$ cat src/spfq_pkg.sv
`timescale 1ns / 1ps

package spfq_pkg;

	// action codes
	localparam logic ACT_ENQUEUE  = 1'b0;
	localparam logic ACT_TRANSMIT = 1'b1;

	// result status codes
	localparam logic [1:0] STAT_ENQUEUED = 2'd0;
	localparam logic [1:0] STAT_DROPPED  = 2'd1;
	localparam logic [1:0] STAT_SENT     = 2'd2;
	localparam logic [1:0] STAT_NONE     = 2'd3;

	// frame type codes
	localparam logic [2:0] FT_DIGITAL_VOICE = 3'd0;
	localparam logic [2:0] FT_SMS           = 3'd1;
	localparam logic [2:0] FT_FILE          = 3'd2;
	localparam logic [2:0] FT_VIDEO         = 3'd3;
	localparam logic [2:0] FT_ANALOG_VOICE  = 3'd4;

	// data kind codes
	localparam logic [2:0] DK_VOICE = 3'd1;
	localparam logic [2:0] DK_VIDEO = 3'd2;
	localparam logic [2:0] DK_FILE  = 3'd3;

	// priority codes
	localparam logic [3:0] PRIO_PTT   = 4'hF;
	localparam logic [2:0] PRIO_RELAY = 3'd4;
	localparam logic [2:0] PRIO_DFLT  = 3'd3;

	localparam logic [4:0]  MAX_PAYLOAD = 5'd16;
	localparam logic [15:0] CSUM_ONES   = 16'hFFFF;

	// command queue between front and back
	localparam int CMDQ_DEPTH = 4;
	localparam int CMDQ_AW    = 2;

	typedef struct packed {
		logic [15:0] csum;
		logic [4:0]  len;
		logic [2:0]  ftype;
		logic [2:0]  prio;
		logic [7:0]  hop;
		logic [7:0]  dest;
		logic [7:0]  source;
	} hdr_t;

	typedef struct packed {
		hdr_t        hdr;
		logic [63:0] lo;
		logic [63:0] hi;
	} entry_t;

	typedef struct packed {
		logic   tx;
		logic   voice;
		entry_t ent;
	} cmd_t;

	localparam int ENTRY_W = $bits(entry_t);

endpackage

$ cat src/spfq_cmd_fifo.sv
`timescale 1ns / 1ps

module spfq_cmd_fifo (
	input  logic           clk,
	input  logic           arst_n,
	input  spfq_pkg::cmd_t in_cmd,
	input  logic           in_valid,
	output logic           in_ready,
	output spfq_pkg::cmd_t out_cmd,
	output logic           out_valid,
	input  logic           out_ready
);
	import spfq_pkg::*;

	cmd_t               mem_q [CMDQ_DEPTH];
	logic [CMDQ_AW-1:0] wr_ptr_q, rd_ptr_q;
	logic [CMDQ_AW:0]   count_q;
	logic               push, pop;

	assign in_ready  = (count_q != (CMDQ_AW+1)'(CMDQ_DEPTH));
	assign out_valid = (count_q != '0);
	assign push      = in_valid && in_ready;
	assign pop       = out_valid && out_ready;
	assign out_cmd   = mem_q[rd_ptr_q];

	// pointers and fill level
	always_ff @(posedge clk or negedge arst_n) begin
		if (!arst_n) begin
			wr_ptr_q <= '0;
			rd_ptr_q <= '0;
			count_q  <= '0;
		end else begin
			if (push) begin
				wr_ptr_q <= wr_ptr_q + 1'b1;
			end
			if (pop) begin
				rd_ptr_q <= rd_ptr_q + 1'b1;
			end
			if (push && !pop) begin
				count_q <= count_q + 1'b1;
			end else if (pop && !push) begin
				count_q <= count_q - 1'b1;
			end
		end
	end

	// storage
	always_ff @(posedge clk) begin
		if (push) begin
			mem_q[wr_ptr_q] <= in_cmd;
		end
	end

endmodule

$ cat config.mk
export PLATFORM = sky130hd
export DESIGN_NAME = spfq_cmd_fifo
export DESIGN_NICKNAME = d
export VERILOG_FILES = /design/src/spfq_pkg.sv /design/src/spfq_cmd_fifo.sv
export SDC_FILE = /design/constraint.sdc
export NUM_CORES = 1
export LEC_CHECK = 0
export BUFFER_PORTS_ARGS = -buffer_cell sky130_fd_sc_hd__buf_2
export CAP_MARGIN = 20
export CORE_MARGIN = 4
export CORE_UTILIZATION = 40
export CTS_CLUSTER_DIAMETER = 30
export CTS_CLUSTER_SIZE = 40
export DETAILED_ROUTE_END_ITERATION = 12
export GPL_ROUTABILITY_DRIVEN = 0
export GPL_TIMING_DRIVEN = 0
export PLACE_DENSITY_LB_ADDON = 0.08
export SLEW_MARGIN = 20
export SYNTH_ARGS = -nofsm -noshare
export SYNTH_HDL_FRONTEND = slang
export SYNTH_SLANG_ARGS = --single-unit
$ cat constraint.sdc
create_clock -name clk -period 6.05 [get_ports clk]
set_input_delay 1.21 -clock clk [delete_from_list [all_inputs] [get_ports clk]]
set_output_delay 1.21 -clock clk [all_outputs]
set_load 0.01 [all_outputs]
After elaboration in Yosys (flattened, before gate mapping)
Memory sizes are Yosys's and may differ from the RTL's.
Cells that the tools add are included.

storage, ports and cells
  logic and storage cells = 21
  output and inout port bits = 183
  flip-flop bits (word level) = 7
  input bits = 185
  RAM bits = 724
  memories kept = 1

memory list
  memory  depth  bits a word  read ports  clocked after Yosys merged registers in  wr ports  RTL line             source
  mem_q   4      181          1           0                                        1         spfq_cmd_fifo.sv:15  cmd_t mem_q [CMDQ_DEPTH];

operators by class
  multiplexer cells = 4
  $add $sub $neg = 4
  eq/ne operators = 1
  reduce and logical (&&, ||, !) cells = 8

operator list
  operator               number
  $mux W3                2
  $add A2 B1 Y2 const B  2
  $logic_and A1 B1 Y1    4
  $add A3 B1 Y3 const B  1
  $ne A3 B3 Y1 const B   1
  $reduce_bool A3 Y1     1
  $sub A3 B1 Y3 const B  1
  $logic_not A1 Y1       2
  $mux W1                2
  $reduce_bool A2 Y1     1

Depth between registers and ports, before layout
  depth after elaboration = 6
  mapped depth = 8
  mapped depth without buffers = 8

Worst setup path after synthesis
OpenSTA, ideal clock, no wires.

  kind = input -> register
  start = input in_valid
  end = memory mem_q[2][0] (netlist bit), enable pin
  arrival = 5.646 ns
  library setup time = 0.563 ns
  setup slack = -0.159 ns
  path buffers = 0
  required time = 5.487 ns
  stages = 2
  path through = a21boi_2 and2_1

on the way
  cells in the longest elaborated chain, start to end = 3

RTL lines
  what                           RTL line             source
  start, declared                spfq_cmd_fifo.sv:7   input logic in_valid,
  $logic_and A1 B1 Y1            spfq_cmd_fifo.sv:22  assign push = in_valid && in_ready;
  $mux W1                        spfq_cmd_fifo.sv:49  if (push) begin
  $mux W1 (implied by the code)  spfq_cmd_fifo.sv:50  mem_q[wr_ptr_q] <= in_cmd;
  end, declared                  spfq_cmd_fifo.sv:15

No other way between the ends.

==> impl_metrics.json <==
{
  "run_status": "completed",
  "crit_top_cell": "buf_2",
  "period_share_pct": 63.60,
  "layout_commonest_cell": "edfxtp_1",
  "ioPinCount": 368,
  "grt_max_degree": 42,
  "internal_power_mw": 14.18,
  "postCtsSetupBuffers": 0,
  "regToRegSetupSlack_ns": 3.33,
  "root_buffer": "clkbuf_16",
  "sw_frac_of_total_pct": 27.74,
  "gr-usage-met2_pct": 26.40,
  "fin_skew_ns": 0.01829,
  "power.switching_mw": 5.445,
  "worst_slack_ns": 2.202,
  "synth_edf_count": 724,
  "arrival_ns": 2.64,
  "synth_compound_area_share_pct": 0.04225,
  "die_w_um": 266.1,
  "layout_common_cells": "edfxtp_1, buf_2, mux4_2",
  "critPathLaunchType": "flip-flop",
  "worst_slew_pin_slew_ns": 0.8438,
  "initial_core_util_pct": 40.46,
  "ff2ff_path_depth": 6,
  "grt_pass1_vias": 13540,
  "core_sq_um": 65860,
  "rsz0062_at_grt": "false",
  "dp.cells": 2229,
  "cp-end-kind": "output pin",
  "synth_xor_area_share_pct": 0.1972,
  "grt_usage_pct": 16.45,
  "synth-adder-area-share_pct": 0.3099,
  "antenna_found_initial": 14,
  "ctsHtreeMaxLevel": 4,
  "synth-seq-area-share_pct": 82.23,
  "pwr-share-seq_pct": 35.0,
  "portBuffers": 367,
  "drive_gt1_share_pct": 50.83,
  "num_vias": 12380,
  "crit_chain": "clkbuf_1 > buf_2 > mux4_2 > buf_2",
  "placed_area_sq_um": 30020,
  "final_hold_viol_count": 0,
  "reg2reg_to": "mem_q[2][19]",
  "synthFlopType": "edfxtp_1",
  "num_rows": 94,
  "fmax_mhz": 259.9,
  "routedWlPerCell_um": 23.01,
  "slew_viol_final": 0,
  "clock_sinks": 731,
  "areaGrowthSynthToFinish_pct": 30.85,
  "initialDrtViolationCount": 712,
  "yosys_warnings": 0,
  "cts_tree": "yes",
  "setup_viol": 0,
  "synth_mux_area_share_pct": 15.38,
  "postCtsHoldBufs": 0,
  "post-dp-hpwl_um": 36710,
  "grt_util_met1_pct": 19.91,
  "final_area_sq_um": 34870,
  "synth-async-reset-ratio_pct": 0.9576,
  "nNetsFinal": 1705,
  "p_per_area_nw_per_um2": 562.9,
  "clk_pin_slew_ns": 0.04,
  "ant_nets": 0,
  "dp_worst_setup_slack_ns": 2.452,
  "yosys.area_share.simple_pct": 0.1925,
  "p_clk_share_pct": 39.1,
  "die_h_um": 266.1,
  "numCtsBuffers": 147,
  "path_max_fanout": 11,
  "syn_area_sq_um": 26650,
  "cp_slowest_cell": "clkbuf_1",
  "worstReg2RegStart": "count_q[0]",
  "fin_cells": 2505,
  "syn_area_per_cell_sq_um": 27.17,
  "insertion_delay_ns": 0.68,
  "hp-class": "input port to asynchronous set/reset pin",
  "drt-total-wl_um": 57630,
  "comb_power_share_pct": 25.8,
  "cpPeakStageDelay_ns": 0.63,
  "use_met3_pct": 7.258,
  "die_area_sq_um": 70820,
  "grt-busiest-layer": "met2",
  "drt_pass1_iterations": 4,
  "synth_seq_cells": 731,
  "grt-ovfl-total": 0,
  "drv_cap": 0,
  "clk_path_buf_depth": 3,
  "synth_top_family_by_area": "multiplexers",
  "period_minus_slack_ns": 3.848,
  "syn-num-nets": 1172,
  "drc_errors": 0,
  "grt_first_pass_wirelength_um": 86400,
  "ctsResizeCount": 0,
  "ir_worst_vdd_mv": 0.3044,
  "synth_cells": 981,
  "vias_per_cell": 4.940,
  "p_leak_nw": 12.22,
  "cp.required_ns": 4.84,
  "slew_headroom_pct": 43.75,
  "synth_cell_types": 20,
  "worstSetupPathType": "flip-flop to output pin"
}
per-layer routing:
metal | part of all wire (%) | vias up
met5 | 0.23 | -
met1 | 39 | 6440
met3 | 9.0 | 113
met2 | 50 | 363
li1 | - | 5439
met4 | 2.0 | 20
worst max-delay path: cells and delay by family (launching register included):
kind / cells / cell delay (ns)
DFF: 1 / 0.32
muxes: 1 / 0.36
buffers and inverters: 3 / 1.27
final cells by class:
class / instances / area, sq um
fillers: 5185 / 30990
flip-flops and latches: 731 / 21920
multi-input cells: 206 / 4307
clock buffers: 175 / 3879
repair buffers: 384 / 2282
well taps: 864 / 1081
clock inverters: 95 / 955.9
plain buffers: 41 / 426.7
diodes: 6 / 15.01
inverters: 3 / 11.26
worst max-delay path by stage:
stage                 from           end  slack (ns)  cells after the start
2_1_floorplan     in_valid   mem_q[0][0]        1.86                      2
3_3_place_gp      in_valid  mem_q[1][86]       -0.40                      3
3_5_place_dp      in_valid  mem_q[2][86]        2.45                      6
4_1_cts        rd_ptr_q[1]  out_cmd[102]        2.02                      4
5_1_grt        rd_ptr_q[1]  out_cmd[102]        2.03                      4
6_report       rd_ptr_q[1]  out_cmd[102]        2.20                      4
cells by family after synthesis:
kind of cell / count (synthesis)
buffers and inverters: 44
DFF: 731
AOI/OAI and AO/OA: 1
xor gates and xnor gates: 6
and+or+nand+nor: 10
adders and majority gates: 6
muxes: 183
through the flow:
| step | power (mW) | setup TNS (ns) | hold slack (ns) | utilization [%] |
|---|---|---|---|---|
| floorplan | 10.09 | 0 | 0.4926 | - |
| global placement | 12.20 | -260.62 | 0.5100 | 44.90 |
| detailed placement | 12.24 | 0 | 0.5167 | 45.59 |
| CTS | 20.04 | 0 | 0.2952 | 52.93 |
| global route | 20.59 | 0 | 0.3284 | 52.93 |
| finish | 19.63 | 0 | 0.3560 | 52.95 |
synth_stat cells (all sizes together), types with 2 or more instances:
library cell / count / share of area [%]
buf: 39 / 1.6
ha: 5 / 0.23
edfxtp: 724 / 82
clkbuf: 2 / 0.028
nand2: 2 / 0.028
mux4: 181 / 15
xor2: 2 / 0.066
dfrtp: 7 / 0.66
xnor2: 4 / 0.13
mux2: 2 / 0.085
inv: 3 / 0.042
and2: 4 / 0.094
nor2: 2 / 0.028
sequential cells by signal (all words and copies together), names as in the netlist:
name,cells
mem_q,724
count_q,3
rd_ptr_q,2
wr_ptr_q,2
power groups by stage:
stage / registers [mW] / logic, mW / clock network (mW)
2_1_floorplan: 7.00 / 3.09 / 0
3_3_place_gp: 7.15 / 5.05 / 0
3_5_place_dp: 6.97 / 5.27 / 0
4_1_cts: 6.89 / 5.28 / 7.86
5_1_grt: 6.95 / 5.49 / 8.16
6_report: 6.88 / 5.07 / 7.68
(Power assumes the default switching activity.)
