File: src/spfq_pkg.sv
`timescale 1ns / 1ps

package spfq_pkg;

	// action codes
	localparam logic ACT_ENQUEUE  = 1'b0;
	localparam logic ACT_TRANSMIT = 1'b1;

	// result status codes
	localparam logic [1:0] STAT_ENQUEUED = 2'd0;
	localparam logic [1:0] STAT_DROPPED  = 2'd1;
	localparam logic [1:0] STAT_SENT     = 2'd2;
	localparam logic [1:0] STAT_NONE     = 2'd3;

	// frame type codes
	localparam logic [2:0] FT_DIGITAL_VOICE = 3'd0;
	localparam logic [2:0] FT_SMS           = 3'd1;
	localparam logic [2:0] FT_FILE          = 3'd2;
	localparam logic [2:0] FT_VIDEO         = 3'd3;
	localparam logic [2:0] FT_ANALOG_VOICE  = 3'd4;

	// data kind codes
	localparam logic [2:0] DK_VOICE = 3'd1;
	localparam logic [2:0] DK_VIDEO = 3'd2;
	localparam logic [2:0] DK_FILE  = 3'd3;

	// priority codes
	localparam logic [3:0] PRIO_PTT   = 4'hF;
	localparam logic [2:0] PRIO_RELAY = 3'd4;
	localparam logic [2:0] PRIO_DFLT  = 3'd3;

	localparam logic [4:0]  MAX_PAYLOAD = 5'd16;
	localparam logic [15:0] CSUM_ONES   = 16'hFFFF;

	// command queue between front and back
	localparam int CMDQ_DEPTH = 4;
	localparam int CMDQ_AW    = 2;

	typedef struct packed {
		logic [15:0] csum;
		logic [4:0]  len;
		logic [2:0]  ftype;
		logic [2:0]  prio;
		logic [7:0]  hop;
		logic [7:0]  dest;
		logic [7:0]  source;
	} hdr_t;

	typedef struct packed {
		hdr_t        hdr;
		logic [63:0] lo;
		logic [63:0] hi;
	} entry_t;

	typedef struct packed {
		logic   tx;
		logic   voice;
		entry_t ent;
	} cmd_t;

	localparam int ENTRY_W = $bits(entry_t);

endpackage

File: src/spfq_req_if.sv
`timescale 1ns / 1ps

interface spfq_req_if;
	logic        valid;
	logic        ready;
	logic        action;
	logic [7:0]  src_addr;
	logic [7:0]  dst_addr;
	logic [7:0]  hop_addr;
	logic signed [3:0] priority_code;
	logic [2:0]  data_kind;
	logic [63:0] payload_lo;
	logic [63:0] payload_hi;
	logic [7:0]  payload_length;

	modport source (
		output valid, action, src_addr, dst_addr, hop_addr, priority_code,
		       data_kind, payload_lo, payload_hi, payload_length,
		input  ready
	);
	modport sink (
		input  valid, action, src_addr, dst_addr, hop_addr, priority_code,
		       data_kind, payload_lo, payload_hi, payload_length,
		output ready
	);
endinterface

File: src/spfq_front.sv
`timescale 1ns / 1ps

module spfq_front (
	input  logic           clk,
	input  logic           arst_n,
	spfq_req_if.sink       req,
	output spfq_pkg::cmd_t cmd,
	output logic           cmd_valid,
	input  logic           cmd_ready
);
	import spfq_pkg::*;

	logic        adv_s1, adv_s2;
	logic        valid_s1, valid_s2;
	logic [4:0]  len_c;
	logic [63:0] lo_m, hi_m;
	logic        voice_c;
	logic [2:0]  prio_c, ftype_c;
	logic [17:0] sum_a_c, sum_b_c;
	cmd_t        cmd_s1, cmd_s2;
	cmd_t        cmd_c;
	logic [17:0] sum_a_s1, sum_b_s1;
	logic [18:0] total;
	logic [16:0] fold1;
	logic [15:0] fold2;

	assign adv_s2    = !valid_s2 || cmd_ready;
	assign adv_s1    = !valid_s1 || adv_s2;
	assign req.ready = adv_s1;

	// clamp length and zero bytes past it
	always_comb begin
		len_c = (req.payload_length > 8'(MAX_PAYLOAD)) ? MAX_PAYLOAD : req.payload_length[4:0];
		for (int i = 0; i < 8; i++) begin
			lo_m[i*8 +: 8] = (5'(i) < len_c) ? req.payload_lo[i*8 +: 8] : 8'd0;
			hi_m[i*8 +: 8] = (5'(i + 8) < len_c) ? req.payload_hi[i*8 +: 8] : 8'd0;
		end
	end

	// priority normalization and frame type
	always_comb begin
		voice_c = (req.priority_code == PRIO_PTT);
		if (voice_c) begin
			prio_c = 3'd0;
		end else if (!req.priority_code[3] && req.priority_code[2:0] <= PRIO_RELAY) begin
			prio_c = req.priority_code[2:0];
		end else begin
			prio_c = PRIO_DFLT;
		end
		case (req.data_kind)
			DK_VOICE: ftype_c = FT_DIGITAL_VOICE;
			DK_VIDEO: ftype_c = FT_VIDEO;
			DK_FILE:  ftype_c = FT_FILE;
			default:  ftype_c = FT_SMS;
		endcase
		if (voice_c) begin
			ftype_c = FT_ANALOG_VOICE;
		end
	end

	// partial checksum sums over little-endian byte pairs
	assign sum_a_c = 18'(lo_m[15:0]) + 18'(lo_m[31:16]) + 18'(lo_m[47:32]) + 18'(lo_m[63:48]);
	assign sum_b_c = 18'(hi_m[15:0]) + 18'(hi_m[31:16]) + 18'(hi_m[47:32]) + 18'(hi_m[63:48]);

	// stage 1 registers
	always_ff @(posedge clk or negedge arst_n) begin
		if (!arst_n) begin
			valid_s1 <= 1'b0;
		end else if (adv_s1) begin
			valid_s1 <= req.valid;
		end
	end

	always_ff @(posedge clk) begin
		if (adv_s1 && req.valid) begin
			cmd_s1.tx               <= req.action;
			cmd_s1.voice            <= voice_c;
			cmd_s1.ent.hdr.source   <= req.src_addr;
			cmd_s1.ent.hdr.dest     <= req.dst_addr;
			cmd_s1.ent.hdr.hop      <= req.hop_addr;
			cmd_s1.ent.hdr.prio     <= prio_c;
			cmd_s1.ent.hdr.ftype    <= ftype_c;
			cmd_s1.ent.hdr.len      <= len_c;
			cmd_s1.ent.hdr.csum     <= 16'd0;
			cmd_s1.ent.lo           <= lo_m;
			cmd_s1.ent.hi           <= hi_m;
			sum_a_s1                <= sum_a_c;
			sum_b_s1                <= sum_b_c;
		end
	end

	// final add and end-around carry fold
	always_comb begin
		total = 19'(sum_a_s1) + 19'(sum_b_s1);
		fold1 = 17'(total[15:0]) + 17'(total[18:16]);
		fold2 = fold1[15:0] + 16'(fold1[16]);
		cmd_c = cmd_s1;
		cmd_c.ent.hdr.csum = fold2 ^ CSUM_ONES;
	end

	// stage 2 registers
	always_ff @(posedge clk or negedge arst_n) begin
		if (!arst_n) begin
			valid_s2 <= 1'b0;
		end else if (adv_s2) begin
			valid_s2 <= valid_s1;
		end
	end

	always_ff @(posedge clk) begin
		if (adv_s2 && valid_s1) begin
			cmd_s2 <= cmd_c;
		end
	end

	assign cmd       = cmd_s2;
	assign cmd_valid = valid_s2;

endmodule

File: src/flat_wrapper.sv
// flat-port wrapper written by rule: the top's interface ports become plain ports
module spfq_front_flat import spfq_pkg::*;
  (clk, arst_n, cmd, cmd_valid, cmd_ready, req_valid, req_action, req_src_addr, req_dst_addr, req_hop_addr, req_priority_code, req_data_kind, req_payload_lo, req_payload_hi, req_payload_length, req_ready);
  spfq_req_if req_i ();
  input  logic clk;
  input  logic arst_n;
  output spfq_pkg::cmd_t cmd;
  output logic cmd_valid;
  input  logic cmd_ready;
  input wire logic [$bits(req_i.valid)-1:0] req_valid;
  input wire logic [$bits(req_i.action)-1:0] req_action;
  input wire logic [$bits(req_i.src_addr)-1:0] req_src_addr;
  input wire logic [$bits(req_i.dst_addr)-1:0] req_dst_addr;
  input wire logic [$bits(req_i.hop_addr)-1:0] req_hop_addr;
  input wire logic [$bits(req_i.priority_code)-1:0] req_priority_code;
  input wire logic [$bits(req_i.data_kind)-1:0] req_data_kind;
  input wire logic [$bits(req_i.payload_lo)-1:0] req_payload_lo;
  input wire logic [$bits(req_i.payload_hi)-1:0] req_payload_hi;
  input wire logic [$bits(req_i.payload_length)-1:0] req_payload_length;
  output wire logic [$bits(req_i.ready)-1:0] req_ready;
  assign req_i.valid = req_valid;
  assign req_i.action = req_action;
  assign req_i.src_addr = req_src_addr;
  assign req_i.dst_addr = req_dst_addr;
  assign req_i.hop_addr = req_hop_addr;
  assign req_i.priority_code = req_priority_code;
  assign req_i.data_kind = req_data_kind;
  assign req_i.payload_lo = req_payload_lo;
  assign req_i.payload_hi = req_payload_hi;
  assign req_i.payload_length = req_payload_length;
  assign req_ready = req_i.ready;
  spfq_front u_core (.clk(clk), .arst_n(arst_n), .req(req_i), .cmd(cmd), .cmd_valid(cmd_valid), .cmd_ready(cmd_ready));
endmodule
File: config.mk
export PLATFORM = sky130hd
export DESIGN_NAME = spfq_front_flat
export DESIGN_NICKNAME = d
export VERILOG_FILES = /design/src/spfq_pkg.sv /design/src/spfq_req_if.sv /design/src/spfq_front.sv /design/src/flat_wrapper.sv
export SDC_FILE = /design/constraint.sdc
export NUM_CORES = 1
export LEC_CHECK = 0
export BUFFER_PORTS_ARGS = -buffer_cell sky130_fd_sc_hd__buf_2
export CORE_ASPECT_RATIO = 1.25
export CORE_MARGIN = 1.5
export CORE_UTILIZATION = 40
export DETAILED_ROUTE_END_ITERATION = 10
export PLACE_DENSITY = 0.68
export SLEW_MARGIN = 20
export SYNTH_ARGS = -nofsm -noshare
export SYNTH_HDL_FRONTEND = slang
export SYNTH_SLANG_ARGS = --single-unit
File: constraint.sdc
create_clock -name clk -period 5.4 [get_ports clk]
set_input_delay 0.54 -clock clk [delete_from_list [all_inputs] [get_ports clk]]
set_output_delay 0.54 -clock clk [all_outputs]
set_load 0.1 [all_outputs]
=== Yosys cells after proc, flatten, opt, wreduce, memory -nomap -nowiden ===
Index checks and enable logic that the tools add are counted.
Widths: inputs -> output; s select.

* Flip-flop bits (word level): 384

* Add/sub/neg operators: 9
* Magnitude comparators: 18
* Equality and inequality tests: 4
* Muxes and demuxes: 19
* Bitwise logic cells: 2
* Reductions and logical operators: 9

{| class="wikitable"
|+ Operators by type and width
! operator !! number
|-
| $mux 8 || 16
|-
| $add 18x16->18 || 4
|-
| $lt 4x5->1 const A || 8
|-
| $add 16x16->17 || 2
|-
| $lt 3x5->1 const A || 4
|-
| $add 18x18->19 || 1
|-
| $add 16x3->17 || 1
|-
| $add 16x1->16 || 1
|-
| $not 16->16 || 1
|-
| $lt 1x5->1 const A || 2
|-
| $lt 2x5->1 const A || 2
|-
| $gt 8x5->1 const B || 1
|-
| $eq 3x2->1 const B || 2
|-
| $pmux 2 s3 || 1
|-
| $mux 5 || 1
|-
| $eq 4x4->1 const B || 1
|-
| $eq 3x1->1 const B || 1
|-
| $le 3x3->1 const B || 1
|-
| $logic_and 1x1->1 || 3
|-
| $logic_not 1->1 || 3
|-
| $logic_or 1x1->1 || 2
|-
| $mux 2 || 1
|-
| $reduce_or 2->1 || 1
|-
| $not 1->1 || 1
|}

=== Depth between registers and ports, before layout ===
Gate-level depths: netlist (run 1).

* Depth in word-level cells: 7
* Depth in mapped cells: 27
* Depth with buffers taken out: 26

=== Worst setup path after synthesis (run 1) ===
OpenSTA, ideal clock, no wires.

* Path kind: reg-to-reg
* From: reg u_core.valid_s2, in the netlist u_core.cmd_valid
* To: reg u_core.cmd_s1 (netlist bit u_core.cmd_c[0]), enable pin
* Library setup time: 584 ps
* Arrival time: 6423 ps
* Required time: 4816 ps
* Path slack: -1608 ps
* Cell stages (with the launch flop): 3
* Clock period less this slack: 7008 ps
* Cell sequence: dfrtp_1 nand3b_1 and2_1

* Cells in the longest elaborated chain, start to end: 4

{| class="wikitable"
|+ RTL lines
! element !! line !! source
|-
| start, declared || spfq_front.sv:14 || <nowiki>logic valid_s1, valid_s2;</nowiki>
|-
| start signal, assigned || spfq_front.sv:106 || <nowiki>valid_s2 <= valid_s1;</nowiki>
|-
| $logic_not 1->1 || spfq_front.sv:27 || <nowiki>assign adv_s2 = !valid_s2 || cmd_ready;</nowiki>
|-
| $logic_or 1x1->1 || spfq_front.sv:27 ||
|-
| $logic_or 1x1->1 || spfq_front.sv:28 || <nowiki>assign adv_s1 = !valid_s1 || adv_s2;</nowiki>
|-
| via req_ready || flat_wrapper.sv:20 || <nowiki>output wire logic [$bits(req_i.ready)-1:0] req_ready;</nowiki>
|-
| $logic_and 1x1->1 || spfq_front.sv:75 || <nowiki>if (adv_s1 && req.valid) begin</nowiki>
|-
| end, declared || spfq_front.sv:20 || <nowiki>cmd_t cmd_s1, cmd_s2;</nowiki>
|}

The timed path passes the listed nets, and every way through them passes these cells.
A chain may end at the register's enable or synchronous reset.

=== Worst setup path in the final report (run 1) ===
* From: in req_payload_length[3]
* To: reg u_core.sum_a_s1[16], data pin

* Cells in the longest elaborated chain, start to end: 7
* Elaborated cells between the ends (all ways): 21
* Classes of those cells: add/sub: 3; order compare: 9; mux: 9

{| class="wikitable"
|+ RTL lines
! element !! line !! source
|-
| start, declared || flat_wrapper.sv:19 || <nowiki>input wire logic [$bits(req_i.payload_length)-1:0] req_payload_length;</nowiki>
|-
| $gt 8x5->1 || spfq_front.sv:33 || <nowiki>len_c = (req.payload_length > 8'(MAX_PAYLOAD)) ? MAX_PAYLOAD : req.payload_length[4:0];</nowiki>
|-
| $mux 5 (*) || spfq_front.sv:33 ||
|-
| $lt 2x5->1 (*) || spfq_front.sv:35 || <nowiki>lo_m[i*8 +: 8] = (5'(i) < len_c) ? req.payload_lo[i*8 +: 8] : 8'd0;</nowiki>
|-
| $mux 8 (*) || spfq_front.sv:35 ||
|-
| via u_core.lo_m[17] || spfq_front.sv:16 || <nowiki>logic [63:0] lo_m, hi_m;</nowiki>
|-
| $add 16x16->17 (*) || spfq_front.sv:62 || <nowiki>assign sum_a_c = 18'(lo_m[15:0]) + 18'(lo_m[31:16]) + 18'(lo_m[47:32]) + 18'(lo_m[63:48]);</nowiki>
|-
| $add 18x16->18 (*) (2 in series) || spfq_front.sv:62 ||
|-
| via u_core.sum_a_c[16] || spfq_front.sv:19 || <nowiki>logic [17:0] sum_a_c, sum_b_c;</nowiki>
|-
| end signal, assigned || spfq_front.sv:87 || <nowiki>sum_a_s1 <= sum_a_c;</nowiki>
|-
| end, declared || spfq_front.sv:22 || <nowiki>logic [17:0] sum_a_s1, sum_b_s1;</nowiki>
|}

The timed path passes the listed nets; every way through them passes the cells marked *.

==> flow_summary.ini, run 1 <==
[routing]
dr.pass1.iters = 5
wl_per_cell_um = 17.5
num_vias = 11700
drtIter0Drc = 546
totalWireLength_um = 42500
viasPerCell = 4.84
drc_errors = 0
ant_nets = 0

[synthesis]
synth-edff-count = 382
synth_top_area_cell = edfxtp_1
netlist_area_um2 = 17900
syn_avg_cell_area_um2 = 14.0
synth_cell_type_count = 81
yosysMostFrequentCell = edfxtp_1
ys.warnings.count = 0
yosys_register_bits = 384
yosys-top-cells-area = edfxtp_1, ha_1, fa_1
syn-num-nets = 1577
synth_top_area_share_pct = 64.1
synth_ff_type = edfxtp_1
seq_area_frac_synth_pct = 64.4
synthArstFlopShare_pct = 0.521
synth_common_cells = edfxtp_1, inv_1, nand2_1
synthCells = 1280

[worst_setup_path]
cp.arrival_ns = 5.54
ff2ff_path_depth = 23
slowest_delay_ns = 0.54
r2r_start = u_core.sum_a_s1[2]
r2r-end = u_core.cmd[172]
start_kind = input port
path_max_fanout = 8
critPathKind = in -> reg
worst-r2r-setup-slack_ns = 0.21
required_ns = 5.69
end_kind = flop
critical_path.slowest_cell = or4_4

[clock_tree]
cts_tree = done
insertion_delay_ns = 0.54
cts-root-buf = clkbuf_16
cts_max_level = 2
path_clk_slew_ns = 0.06
numCtsBuffers = 40
cts_num_sinks = 384
cts_buffer_depth = 3

[power_and_ir_drop]
total_power_mw = 12.5
p_leak_nw = 9.77
vdd.ir_drop.worst_uv = 529
cellPowerDensity_nw_per_um2 = 538

[timing]
max_freq_mhz = 190
finalHoldViolations = 0
tightest_slew_ns = 0.900
setup_viol = 0
min_period_ns = 5.25
timing.final.crit_share_pct = 97.2
drv_slew = 0
rsz0062_at_grt = yes
skew_ns = 0.0126
slew_headroom_pct = 40.0

[global_routing]
groute.usage.overall_pct = 18.1
grt_pass1_vias = 11900
grt_max_degree = 130
gr-total-overflow = 0
grt_use_met1_pct = 21.1
antenna_found_initial = 1
grt_pass1_wl_um = 63300
busiest_layer = met2
met3_usage_pct = 3.27
use_met2_pct = 32.5

[placed_design]
placedCellCount = 2350
hpwl_um = 31900
gp_congestion = 0.815
port_buffers = 354

[die]
initial_core_util_pct = 40.6
die_width_um = 192
die_y_um = 239
placementRows = 86
placeableCoreArea_um2 = 44100
ios = 355
fp.dieArea_um2 = 46000

[cells_and_area]
nets = 2122
diodes = 0
drive_gt1_share_pct = 35.9
area.growth.synth_to_final_pct = 29.4
fin_cells = 2425

[min_path]
whs_path_depth = 1
hold_path_end = u_core.cmd_c[136]
hp-start = req_dst_addr[0]
hold_path.class = in -> reg

[job]
drv_cap = 0

[run_status]
status = complete, no violations
-- layout by cell type, fill, tap and decap left out, types with 5 or more instances in the layout --
cell type     n
and2_1       45
xnor2_1      48
clkinv_1      5
nor3_2        6
inv_1       136
o211ai_1      7
o21a_1        8
ha_1         81
a211oi_1      5
a211o_1       8
clkbuf_16    41
buf_2       354
o21bai_1      5
nor3_1       17
nand2b_1     16
nor2_1       51
fa_1         34
clkinvlp_4    7
o21ai_1       9
nor2b_1      47
clkbuf_1      9
edfxtp_1    382
a31oi_1       9
a21oi_1      42
buf_4       157
a21oi_2       8
a21o_1       21
and3_1        6
nand2_1      94
xor2_1       25
nand3_1      13
o21ai_0      23
-- worst max-delay path, delay by kind of cell --
family                     cells  cell delay [ns]
and+or+nand+nor                8             1.58
adders and majority gates      3             0.90
AOI/OAI and AO/OA             10             2.05
buffers and inverters          3             0.34
xor gates and xnor gates       1             0.13
-- sequential cells by signal, summed over array words and instances, names as in the netlist --
name / flops
u_core.valid_s1: 1
u_core.cmd: 181
u_core.cmd_c: 165
u_core.sum_a_s1: 18
u_core.cmd_valid: 1
u_core.sum_b_s1: 18
-- stage by stage --
stage | area, um^2 | setup slack (ns) | hold slack [ns] | TNS (ns) | utilization (%)
after CTS | 22900 | 0.0411 | 0.132 | 0 | 51.9
after detailed placement | 21600 | -0.522 | 0.329 | -4.21 | 49.1
final | 23200 | 0.149 | 0.169 | 0 | 52.5
after floorplan | 18000 | 0.0678 | 0.244 | 0 | -
after global placement | 21600 | -0.387 | 0.326 | -2.51 | 49.1
after global routing | 23200 | -0.124 | 0.143 | -0.365 | 52.5
-- layer usage --
metal | vias up | part of all wire, %
met2 | 307 | 52
met1 | 5629 | 39
met3 | 90 | 4.5
met5 | - | 0.028
met4 | 2 | 3.7
li1 | 5701 | -
-- repair_timing --
action	in CTS	in global routing
buffers inserted	0	4
hold buffers	1	0
gates resized for setup	0	49
endpoints found under the hold margin	2	0
endpoints found under the setup margin	0	21
-- cell type report --
cell class	instances	area, um^2
Fill cell	3823	21000
Tap cell	572	716
Clock buffer	50	1060
Sequential cell	384	11500
Clock inverter	20	193
Multi-Input combinational cell	746	6110
Inverter	137	514
Timing Repair Buffer	516	3040
-- how the worst max path moves through the flow --
| stage | start | endpoint | slack [ns] |
|---|---|---|---|
| 3_5_place_dp | req_payload_length[5] | u_core.sum_a_s1[16] | -0.52 |
| 4_1_cts | u_core.sum_b_s1[0] | u_core.cmd[172] | 0.04 |
| 3_3_place_gp | req_payload_length[3] | u_core.sum_a_s1[15] | -0.39 |
| 2_1_floorplan | req_payload_length[5] | u_core.sum_a_s1[16] | 0.07 |
| 5_1_grt | req_payload_length[3] | u_core.sum_a_s1[16] | -0.12 |
| 6_report | req_payload_length[3] | u_core.sum_a_s1[16] | 0.15 |
-- report_power, final --
part | leakage [nW] | switching (mW) | internal (mW) | total (mW)
Clock | 0.589 | 1.13 | 1.54 | 2.67
Combinational | 5.49 | 3.67 | 2.11 | 5.78
Sequential | 3.69 | 0.141 | 3.86 | 4.00
Total | 9.77 | 4.94 | 7.52 | 12.5
-- cell families (layout without fill, tap and decap cells) --
logic type / after synthesis / in the layout / share of synthesized area (%)
DFF: 384 / 384 / 64.4
xor gates and xnor gates: 78 / 78 / 3.99
adders and majority gates: 126 / 126 / 10.4
AOI/OAI and AO/OA: 199 / 199 / 7.77
muxes: 4 / 4 / 0.231
buffers and inverters: 150 / 723 / 3.27
and+or+nand+nor: 339 / 339 / 9.95
Note: power is estimated with default switching activity, not from simulation.
==> inputs of run 2 (changes only) <==
--- a/config.mk
+++ b/config.mk
@@ -10,7 +10,7 @@
 export CORE_MARGIN = 1.5
 export CORE_UTILIZATION = 40
 export DETAILED_ROUTE_END_ITERATION = 10
-export PLACE_DENSITY = 0.68
+export PLACE_DENSITY = 0.66
 export SLEW_MARGIN = 20
 export SYNTH_ARGS = -nofsm -noshare
 export SYNTH_HDL_FRONTEND = slang
==> constraint.sdc (replaced) <==
create_clock -name clk -period 5.3 [get_ports clk]
set_input_delay 0.53 -clock clk [delete_from_list [all_inputs] [get_ports clk]]
set_output_delay 0.53 -clock clk [all_outputs]
set_load 0.1 [all_outputs]
==> run 2 against run 1 <==
Net effect: count of clock-buffer cells in the layout increased by 1; first-iteration DRC count decreased by 21%; register-to-register slack improved by 0.03 ns; final cell count increased by 1.1%; clock skew increased by 0.0016 ns; sequential cell count unchanged; worst hold slack got worse by 0.0073 ns; combinational power increased by 4.0%; via count increased by 0.18%; largest cell class unchanged; die area unchanged; total power increased by 2.7%.
==> flow_summary.ini, run 2 (same netlist as run 1, synthesis figures left out) <==
[run_status]
status = complete, no violations

[worst_setup_path]
path_max_fanout = 8
required_ns = 5.59
critPathKind = in -> reg
cp-endpoint = u_core.sum_a_s1[16]
end_kind = flop
worst-r2r-setup-slack_ns = 0.24
r2r-end = u_core.cmd[178]
crit_top_cell = a21oi_2
startpoint = req_payload_length[0]
slowest_delay_ns = 0.54
ff2ff_path_depth = 22
start_kind = input port
critical_path.slowest_cell = or4_4
r2r_start = u_core.sum_a_s1[0]
cp.arrival_ns = 5.54
crit_chain = buf_6, or4_4, a2111oi_4, nand3_2, nand2_4, and2_4, ha_4, a21o_1, a21oi_2, nor2b_1, o21ai_2, a21oi_2, a211o_1, o211ai_1, xnor2_1, fa_1, inv_1, ha_2, or3_4, o311ai_4, a21boi_2, o21ai_1, nand2b_1, nand3_1

[clock_tree]
path_clk_slew_ns = 0.06
insertion_delay_ns = 0.55
cts-root-buf = clkbuf_16
cts_num_sinks = 384
cts_buffer_depth = 3
cts_max_level = 2
cts_tree = done
numCtsBuffers = 40

[global_routing]
groute.usage.overall_pct = 18.1
antenna_found_initial = 3
grt_pass1_wl_um = 63200
grt_max_degree = 108
grt_pass1_vias = 11900
gr-total-overflow = 0

[die]
initial_core_util_pct = 40.6
die_width_um = 192
fp.dieArea_um2 = 46000
placementRows = 86
ios = 355
placeableCoreArea_um2 = 44100
die_y_um = 239

[timing]
slew_headroom_pct = 29.1
skew_ns = 0.0142
drv_slew = 0
min_period_ns = 5.25
rsz0062_at_grt = yes
finalSetupTns_ns = 0
setup_viol = 0
finalHoldViolations = 0
setup_ws_ns = 0.0511
tightest_slew_ns = 1.06
max_freq_mhz = 191
timing.final.crit_share_pct = 99.0

[cells_and_area]
largest_reg_flops = 181
fillers = 3788
drive_gt1_share_pct = 37.5
fin_cells = 2451
multi_input_area_um2 = 6230
final_cell_mix = edfxtp_1, buf_2, buf_4
final_common_cell = edfxtp_1
seqCellArea_um2 = 11500
area.growth.synth_to_final_pct = 31.4
nets = 2149

[routing]
viasPerCell = 4.79
wl_per_cell_um = 17.4
totalWireLength_um = 42700
ant_nets = 0
num_vias = 11800
dr.pass1.iters = 4
drc_errors = 0
drtIter0Drc = 431

[placed_design]
gp_congestion = 0.834
port_buffers = 354
hpwl_um = 31600
place_ws_ns = -0.773
placedCellCount = 2369

[power_and_ir_drop]
cellPowerDensity_nw_per_um2 = 544
p_leak_nw = 9.95
vdd.ir_drop.worst_uv = 556

[job]
drv_cap = 0

[min_path]
hold_path.class = in -> reg
run 2: cell types whose count changed in the layout (fill, tap and decap cells not counted), sizes merged:
cell      before  now
buf          515  542
clkbuf        50   51
clkinv         9   10
clkinvlp       7    1
diode          0    3
run 2: layer usage:
layer / global-route usage [%] / vias up / routed length (um)
met5: 0 / - / 0
met4: 7.21 / 0 / 1620
met3: 3.02 / 80 / 2020
met2: 33.0 / 304 / 22600
met1: 21.0 / 5615 / 16500
li1: - / 5751 / -
run 2: layout make-up:
class                   instances  area share, %
flip-flops and latches        384           49.0
clock inverters                15          0.697
clock buffers                  51           4.52
multi-input cells             746           26.5
diodes                          3         0.0319
repair buffers                543           14.0
well taps                     572           3.04
inverters                     137           2.19
run 2: worst min-delay path by stage:
stage | slack (ns) | from | depth (start not counted) | to
after floorplan | 0.23 | arst_n | 0 | u_core.cmd_valid
after detailed placement | 0.33 | arst_n | 1 | u_core.cmd_valid
after global placement | 0.33 | arst_n | 1 | u_core.cmd_valid
after CTS | 0.13 | req_hop_addr[7] | 1 | u_core.cmd_c[151]
final | 0.16 | req_hop_addr[6] | 1 | u_core.cmd_c[150]
after global routing | 0.13 | req_hop_addr[4] | 1 | u_core.cmd_c[148]
run 2: power breakdown:
part	switching [mW]	leakage, nW	total, mW	internal (mW)
clock network	1.14	0.597	2.70	1.56
logic	3.79	5.66	6.01	2.22
registers	0.135	3.69	4.07	3.93
run 2: repair_timing:
item / in CTS / in global routing
endpoints found under the hold margin: 2 / 0
pin swaps: 9 / 50
gates resized for setup: 15 / 59
hold buffers: 1 / 0
endpoints found under the setup margin: 9 / 21
setup buffers: 2 / 11
run 2: critical path, delay by kind of cell:
family                   cells  cell delay [ns]
buffers and inverters        2             0.13
XOR/XNOR                     1             0.12
AO/OA/AOI/OAI               10             2.25
adder cells (fa/ha/maj)      3             0.84
AND/OR/NAND/NOR              8             1.67
run 2: per-stage QoR:
stage	instance area, um^2	utilization [%]	hold slack (ns)	power [mW]
floorplan	18000	-	0.234	8.31
global placement	21800	49.4	0.326	9.74
detailed placement	21800	49.4	0.330	9.85
CTS	23100	52.4	0.132	12.7
global route	23500	53.3	0.134	13.5
finish	23500	53.3	0.162	12.8
==> inputs of run 3 (changes only) <==
--- a/config.mk
+++ b/config.mk
@@ -10,8 +10,10 @@
 export CORE_MARGIN = 1.5
 export CORE_UTILIZATION = 40
 export DETAILED_ROUTE_END_ITERATION = 10
+export GPL_TIMING_DRIVEN = 0
 export PLACE_DENSITY = 0.66
-export SLEW_MARGIN = 20
+export SKIP_LAST_GASP = 1
+export SLEW_MARGIN = 10
 export SYNTH_ARGS = -nofsm -noshare
 export SYNTH_HDL_FRONTEND = slang
 export SYNTH_SLANG_ARGS = --single-unit
==> run 3 against run 2 <==
Net effect: setup slack got worse by 0.017 ns; non-clock buffer count fell by 119; critical path depth fell by 1; utilization fell by 0.96 points; combinational power fell by 0.7%; clock power rose by 13%; wire length fell by 1.6%; die area did not move; highest routed layer unchanged.
==> flow_summary.ini, run 3 (same netlist as run 1, synthesis figures left out) <==
[worst_setup_path]
path_max_fanout = 5
ff2ff_path_depth = 23
r2r_start = u_core.sum_a_s1[0]
critPathKind = reg -> reg
start_kind = flop
end_kind = flop
startpoint = u_core.sum_a_s1[0]
cp.arrival_ns = 5.55
required_ns = 5.59

[routing]
dr_wl_met3_um = 1920
met2_length_um = 22400
wl_met1_um = 16300
ant_nets = 0
totalWireLength_um = 42000
viasPerCell = 4.91
highest_layer = met4
drc_errors = 0
dr.pass1.iters = 5
num_vias = 11500
wl_per_cell_um = 17.9
drtIter0Drc = 533

[power_and_ir_drop]
total_power_mw = 13.1
cellPowerDensity_nw_per_um2 = 567
power.internal_mw = 7.86
switching_share_pct = 39.9
vdd.ir_drop.worst_uv = 591
p_comb_share_pct = 45.6
power_switching_mw = 5.23
power.clock.fraction_pct = 23.3
pwr-share-seq_pct = 31.0
p_leak_nw = 9.53

[clock_tree]
cts-root-buf = clkbuf_16
cts_max_level = 2
numCtsBuffers = 42
insertion_delay_ns = 0.56
cts_tree = done
path_clk_slew_ns = 0.06
cts_num_sinks = 384
cts_buffer_depth = 3

[timing]
max_freq_mhz = 190
finalHoldViolations = 0
drv_slew = 0
min_period_ns = 5.27
skew_ns = 0.0135
rsz0062_at_grt = yes
tightest_slew_ns = 0.987
timing.final.crit_share_pct = 99.4
setup_viol = 0
slew_headroom_pct = 33.8

[global_routing]
groute.usage.overall_pct = 17.7
antenna_found_initial = 3
grt_pass1_wl_um = 61500
grt_max_degree = 64
gr-total-overflow = 0
grt_pass1_vias = 11400

[die]
placementRows = 86
die_width_um = 192
die_y_um = 239
fp.dieArea_um2 = 46000
ios = 355
initial_core_util_pct = 40.6
placeableCoreArea_um2 = 44100

[run_status]
status = complete, no violations

[placed_design]
port_buffers = 353
hpwl_um = 30300
gp_congestion = 0.807

[min_path]
whs_path_depth = 1
hold_path.class = in -> reg
hp-start = req_action

[cells_and_area]
post-route-util_pct = 52.3
final_common_cell = edfxtp_1
nets = 2032
final_cell_mix = edfxtp_1, buf_2, inv_1
drive_gt1_share_pct = 35.0
area.growth.synth_to_final_pct = 29.1
largest_reg_flops = 181

[job]
drv_cap = 0
[run 3: changes by cell type in the layout (fill, tap and decap cells not counted), moves of 5 or more]
cell       delta
buf_12        -6
clkinv_1      +6
buf_16        +6
buf_4       -128
bufinv_16     +5
ha_1          -8
ha_2          +7
[run 3: power groups by stage]
stage / combinational (mW) / sequential [mW] / clock, mW
after floorplan: 3.06 / 5.25 / 0
after global placement: 5.11 / 4.16 / 0
after detailed placement: 5.26 / 4.13 / 0
after CTS: 5.53 / 4.07 / 3.14
after global routing: 6.44 / 4.09 / 3.24
final: 5.97 / 4.06 / 3.05
[run 3: path summary, 6_finish.rpt]
kind                                          end  slack, ns
worst min-delay path            u_core.cmd_c[180]       0.14
worst max register to register    u_core.cmd[178]       0.03
max in group asynchronous         u_core.valid_s1       4.91
worst max-delay path              u_core.cmd[178]       0.03
min in group asynchronous        u_core.cmd_valid       0.29
worst min register to register    u_core.cmd[161]       0.40
[run 3: critical path, stage by stage, from the launching register on]
cell and delay, ns:
edfxtp_1 0.44, ha_4 0.20, fa_2 0.42, a211oi_4 0.30, o21a_1 0.19, o21a_4 0.15
nor2_1 0.04, nor2_1 0.16, o21ai_2 0.10, a21oi_2 0.14, o21bai_2 0.09, a21o_1 0.18
a21o_1 0.26, ha_4 0.35, a21oi_4 0.09, nor3_4 0.21, nand3_2 0.14, nor3_4 0.28
ha_4 0.18, and3_4 0.19, and2_4 0.16, o211ai_1 0.13, nor3_2 0.21, xor3_1 0.36
[run 3: area by class of cell]
cell class / instances / area, um^2
Inverter: 137 / 514
Timing Repair Buffer: 412 / 2360
Multi-Input combinational cell: 746 / 6440
Buffer: 12 / 96.3
Fill cell: 3772 / 21000
Antenna cell: 3 / 7.51
Tap cell: 572 / 716
Clock buffer: 45 / 1080
Clock inverter: 29 / 352
Sequential cell: 384 / 11500
[run 3: layer usage]
layer	global-route usage [%]	up-vias
met5	0	-
met4	6.86	0
met3	3.33	69
met2	32.2	293
met1	20.5	5581
li1	-	5542
[run 3: what timing repair did]
action                     4_1_cts  5_1_grt
hold buffers                     1        0
pin swaps                       38       61
setup endpoints to repair       29       23
resized for setup               47       80
buffers inserted                25       27
hold endpoints to repair         2        0
[run 3: metrics by stage]
stage | cells | setup slack [ns] | setup TNS [ns] | hold WS (ns) | cell area (um^2)
finish | 2340 | 0.0340 | 0 | 0.142 | 23100
global route | 2340 | -0.256 | -1.38 | 0.119 | 23100
CTS | 2310 | 0.0000191 | 0 | 0.102 | 22500
detailed placement | 2211 | -1.34 | -22.78 | 0.326 | 20600
global placement | 2205 | -1.23 | -18.38 | 0.326 | 20500
floorplan | 1280 | -0.0172 | -0.0172 | 0.234 | 18000
